===== src/hw/rtl/maximal_square_area_top_assert.svh =====
// Assertion macros for the maximal square area block.
// Included by the top level; expects signals clk and arst_n in scope.
`ifndef MAXIMAL_SQUARE_AREA_TOP_ASSERT_SVH
`define MAXIMAL_SQUARE_AREA_TOP_ASSERT_SVH

// Checked on every rising edge outside of reset.
`define MSA_ASSERT(lbl, prop, msg) \
	lbl: assert property (@(posedge clk) disable iff (!arst_n) prop) else $error(msg);

// Checked on every rising edge, reset included.
`define MSA_ASSERT_ALWAYS(lbl, prop, msg) \
	lbl: assert property (@(posedge clk) prop) else $error(msg);

`endif


===== src/hw/rtl/msa_pkg.sv =====
// Shared types and constants of the maximal square area block.
// No dependencies; imported by the top level, msa_cell_calc, the checker and the testbench.
package msa_pkg;

	localparam int ROW_W        = 11;
	localparam int AREA_W       = 21;
	localparam int MAX_COLS_DEF = 1024;
	localparam int APB_ADDR_W   = 3;

	localparam logic [ROW_W-1:0] ROW_WIDTH_RST = ROW_W'(1024);
	localparam logic             REG_ROW_WIDTH = 1'b0;

	typedef struct packed {
		logic is_one;
		logic last;
		logic first_row;
		logic col_zero;
	} msa_item_t;

endpackage


===== src/hw/rtl/msa_cell_calc.sv =====
// Per-cell side computation with the left, up-left and best side registers.
// Depends on msa_pkg for the cell item struct.
module msa_cell_calc import msa_pkg::*; #(
	parameter int SIDE_W = 11
) (
	input  logic              clk,
	input  logic              arst_n,
	input  logic              advance,
	input  msa_item_t         item,
	input  logic [SIDE_W-1:0] up_mem,
	input  logic              bypass,
	input  logic [SIDE_W-1:0] bypass_side,
	output logic [SIDE_W-1:0] side,
	output logic [SIDE_W-1:0] best_next
);

	logic [SIDE_W-1:0] left_q;
	logic [SIDE_W-1:0] diag_q;
	logic [SIDE_W-1:0] best_q;
	logic [SIDE_W-1:0] up;
	logic [SIDE_W-1:0] left;
	logic [SIDE_W-1:0] diag;
	logic [SIDE_W-1:0] min_ul;
	logic [SIDE_W-1:0] min_all;

	always_comb begin
		up      = item.first_row ? '0 : (bypass ? bypass_side : up_mem);
		left    = item.col_zero ? '0 : left_q;
		diag    = (item.first_row || item.col_zero) ? '0 : diag_q;
		min_ul  = (up < left) ? up : left;
		min_all = (min_ul < diag) ? min_ul : diag;
		side    = item.is_one ? min_all + SIDE_W'(1) : '0;
		best_next = (side > best_q) ? side : best_q;
	end

	always_ff @(posedge clk or negedge arst_n) begin
		if (!arst_n) begin
			left_q <= '0;
			diag_q <= '0;
			best_q <= '0;
		end else if (advance) begin
			if (item.last) begin
				left_q <= '0;
				diag_q <= '0;
				best_q <= '0;
			end else begin
				left_q <= side;
				diag_q <= up;
				best_q <= best_next;
			end
		end
	end

endmodule


===== config.mk =====
export PLATFORM = sky130hd
export DESIGN_NAME = msa_cell_calc
export DESIGN_NICKNAME = d
export VERILOG_FILES = /design/src/hw/rtl/maximal_square_area_top_assert.svh /design/src/hw/rtl/msa_pkg.sv /design/src/hw/rtl/msa_cell_calc.sv
export SDC_FILE = /design/constraint.sdc
export NUM_CORES = 1
export LEC_CHECK = 0
export ABC_CLOCK_PERIOD_IN_PS = 9800
export BUFFER_PORTS_ARGS = -buffer_cell sky130_fd_sc_hd__buf_4
export CORE_MARGIN = 2
export CORE_UTILIZATION = 30
export DETAILED_ROUTE_END_ITERATION = 7
export HOLD_SLACK_MARGIN = 0.03
export SETUP_SLACK_MARGIN = 0.05
export SLEW_MARGIN = 0
export SYNTH_ARGS = -nofsm -noshare
export SYNTH_HDL_FRONTEND = slang
export SYNTH_SLANG_ARGS = --single-unit

===== constraint.sdc =====
create_clock -name clk -period 9.8 [get_ports clk]
set_input_delay 0.49 -clock clk [delete_from_list [all_inputs] [get_ports clk]]
set_output_delay 0.49 -clock clk [all_outputs]
set_load 0.01 [all_outputs]

==> results.md <==
* TritonCTS clock tree: yes
* Routability cong. at 0.849
* Area of the die at roughly 12000 um^2
* Vias in the first global route at about 3000
* Maximum count of clock buffers along a single path at 2
* Number of I/O pins at between 50 and 60
* R2r endpoint: best_q[0]
* Power Dens Cells at around 210 nW/um^2
* Number of warnings reported in the yosys synthesis log at 0
* Met3 wire length at between 200 and 250 um
* Worst Path Arrival at approximately 8.3 ns
* Final #Nets at 490
* Number of DRC violations after detailed routing at 0
* Pleak at 0.00179 uW
* Wire per inst at approximately 17 um
* Post-Syn Instances at about 390
* CTS H-tree lvls at 2
* CP Data Required Time at 9.31 ns
* GRT overflow at 0
* Sum of net half-perimeters after detailed placement at roughly 7.4 mm
* Clock sink count at 33
* Cell taking the most area after synthesis: dfrtp_1
* Crit path setup slack, layout at 1.05 ns
* Count of vias placed by the detailed router at about 3000
* Clock Skew at 0.0105 ns
* Post-layout utilization of the core at between 30% and 40%
* Post-synth EDFFs at 0
* Setup violation total in the final timing report at 0
* Share of synthesized flip-flops with an asynchronous set or reset at 100%
* Worst setup path endpoint: best_next[9]
* Ratio of cells with drive above 1 in the final layout at between 10% and 20%
* Number of gates resized after cts at 0
* DP Worst Slack at roughly 1.1 ns
* Type of the worst setup path: primary input to output pin
* Startpoint class of the critical path: primary input
* Post-layout power at between 800 and 900 uW
* Antenna cells at 0
* Die boundary width at about 110 um
* Mean area per synthesized cell at 8.41 um^2
* Worst-Margin Slew at 0.818 ns
* Max Cap Violations at 0
* Yosys top cell area share at approximately 25%
* R2R depth at 24
* Period utilization at about nine tenths
* Post-CTS setup buffer count at 0
* Starting Density at around 31%
* Origin of the worst setup path: bypass
* Highest achievable clock rate at ~110 MHz
* Final Routed Wirelength at 9.53 mm
* Residual antenna-violating net count after detailed routing at 0
* Total met2 wirelength after detailed routing at ~4.7 mm
* Area grow syn2layout at 19.5%
* Sequential-to-total area share from yosys stat at about 25%
* Drt first-iter violations at around 170
* Setup crit end kind: output pin
* Cell area after technology mapping at 3240 um^2
* First drt pass iteration count at 4
* Synthesized net count at between 400 and 500
* Register bit count reported by yosys at 33
* Aggregate negative setup slack at 0 ns
* Number of buffers inserted during clock tree synthesis at 5
* Reg2Reg Launch Point: left_q[10]
* Setup repair after global routing missed its margin: no
* Std cell rows at 37
* Aggregate global-route resource usage at between 10% and 20%
* Final critical delay including setup and external delays at a little under 9 ns
* Worst setup slack for register-to-register paths at 2.05 ns
* Hold violation count in the final report at 0
* Max Used Layer: met4
* Number of antenna violations at the first check in global routing at 0
* Root cell of the clock tree: clkbuf_8
* Worst ir drop on vdd at 0.116 mV
* CP Max Fanout at 18
* Area inside the core boundary at approximately 10000 um^2
* Number of library cell types mapped by synthesis at 64
* First-pass GRT wire length at 15.4 mm
* Most area-consuming cells after synthesis: dfrtp_1 (25%), ha_1 (12%), mux2i_1 (7.4%), inv_1 (4.3%), nand2_1 (3.8%)
* Insertion delay of the later-clocked pin in the worst-skew pair at roughly 0.30 ns
* WL met1 at about 4.4 mm
* Pin count of the biggest net entering global routing at 34
* Max Transition Viols Final at 0
* Worst rel slew slack at around 45%
* Clock-pin slew of the registers on the worst-case setup and hold paths at approximately 0.09 ns
* Run status: finished, final reports clean
* HP Class: primary input to async pin
* Post-CTS Hold Fix Bufs at 0
* Port-buffer cells at between 50 and 60
* Die Ht at around 110 um
* Via/cell ratio at between 5 and 6
* Dominant synthesized flop cell: dfrtp_1
how the worst min path moves through the flow:
| stage | end | slack, ns | cells after the start |
|---|---|---|---|
| floorplan | best_q[0] | 0.19 | 0 |
| global placement | left_q[6] | 0.46 | 1 |
| detailed placement | diag_q[2] | 0.48 | 1 |
| CTS | diag_q[2] | 0.16 | 1 |
| global route | left_q[8] | 0.17 | 1 |
| finish | left_q[3] | 0.14 | 1 |
where the power goes:
| group | switching (uW) | internal (uW) |
|---|---|---|
| Sequential | 11.6 | 153 |
| Combinational | 313 | 183 |
| Clock | 59.9 | 101 |
| Total | 384 | 437 |
metrics by stage:
stage	std cells	hold WS (ns)	instance area, um^2
6_report	567	0.144	3880
5_1_grt	567	0.171	3880
4_1_cts	567	0.162	3880
3_5_place_dp	559	0.476	3740
3_3_place_gp	559	0.465	3740
2_1_floorplan	386	0.194	3240
layout by cell type, fill, tap and decap left out, types with 14 or more instances in the layout:
master | Yosys | routed
nor2_1 | 23 | 23
inv_1 | 37 | 37
dfrtp_1 | 33 | 33
ha_1 | 30 | 30
mux2i_1 | 24 | 24
nand2b_1 | 17 | 17
nand2_1 | 33 | 33
o21ai_0 | 16 | 16
a21oi_1 | 14 | 14
buf_4 | 1 | 54
synth_stat cells, types with 5 or more instances:
cell type,number
a22o_1,8
ha_1,30
o21ai_1,6
or2_1,5
nor2_1,23
nand2b_1,17
inv_1,37
xnor2_1,6
a211o_1,9
nand2_1,33
o31ai_1,7
mux2i_1,24
o211ai_1,5
nor3_1,9
o21ai_0,16
nand3_1,7
nand4_1,6
clkbuf_1,13
o22ai_1,5
a21oi_1,14
dfrtp_1,33
cell families after synthesis:
logic type | share of synthesized area (%)
flip-flops | 25.5
adder cells (fa/ha/maj) | 11.6
AND/OR/NAND/NOR | 20.4
buffers and inverters | 6.79
XOR/XNOR | 2.16
AO/OA/AOI/OAI | 23.6
multiplexers | 10.0
critical path: stages:
cell and delay, ns:
buf_4 0.20, mux2i_1 0.29, nor2_1 0.09, ha_1 0.30, nand4_1 0.16, nor2_1 0.20
o2111ai_2 0.24, o21ai_4 0.55, mux2i_1 0.44, ha_1 0.23, o21ai_1 0.09, a211o_1 0.30
a21oi_1 0.13, nand2b_1 0.28, nand3_2 0.43, o21ai_0 0.37, ha_1 0.24, inv_1 0.09
or4_1 0.52, a311oi_1 0.60, ha_1 0.29, o211ai_1 0.15, a211oi_1 0.36, nor3_1 0.09
buf_4 0.18, nor2_2 0.42, mux2_1 0.38, buf_4 0.15
per-layer routing:
layer,GRT usage [%],vias up
li1,-,1499
met1,21.1,1470
met2,29.6,52
met3,2.41,14
met4,4.76,0
met5,0,-
cell type report:
class / count / area (um^2)
fill: 1080 / 6540
inverter: 38 / 143
tap: 136 / 170
multi-input combinational: 298 / 2200
sequential: 33 / 826
clock buffer: 5 / 68.8
timing repair buffer: 54 / 405
clock inverter: 3 / 65.1
flip-flops by register name (all words and copies together) (netlist names):
name	flops
left_q	11
diag_q	11
best_q	11
Note: power is estimated with default switching activity, not from simulation.
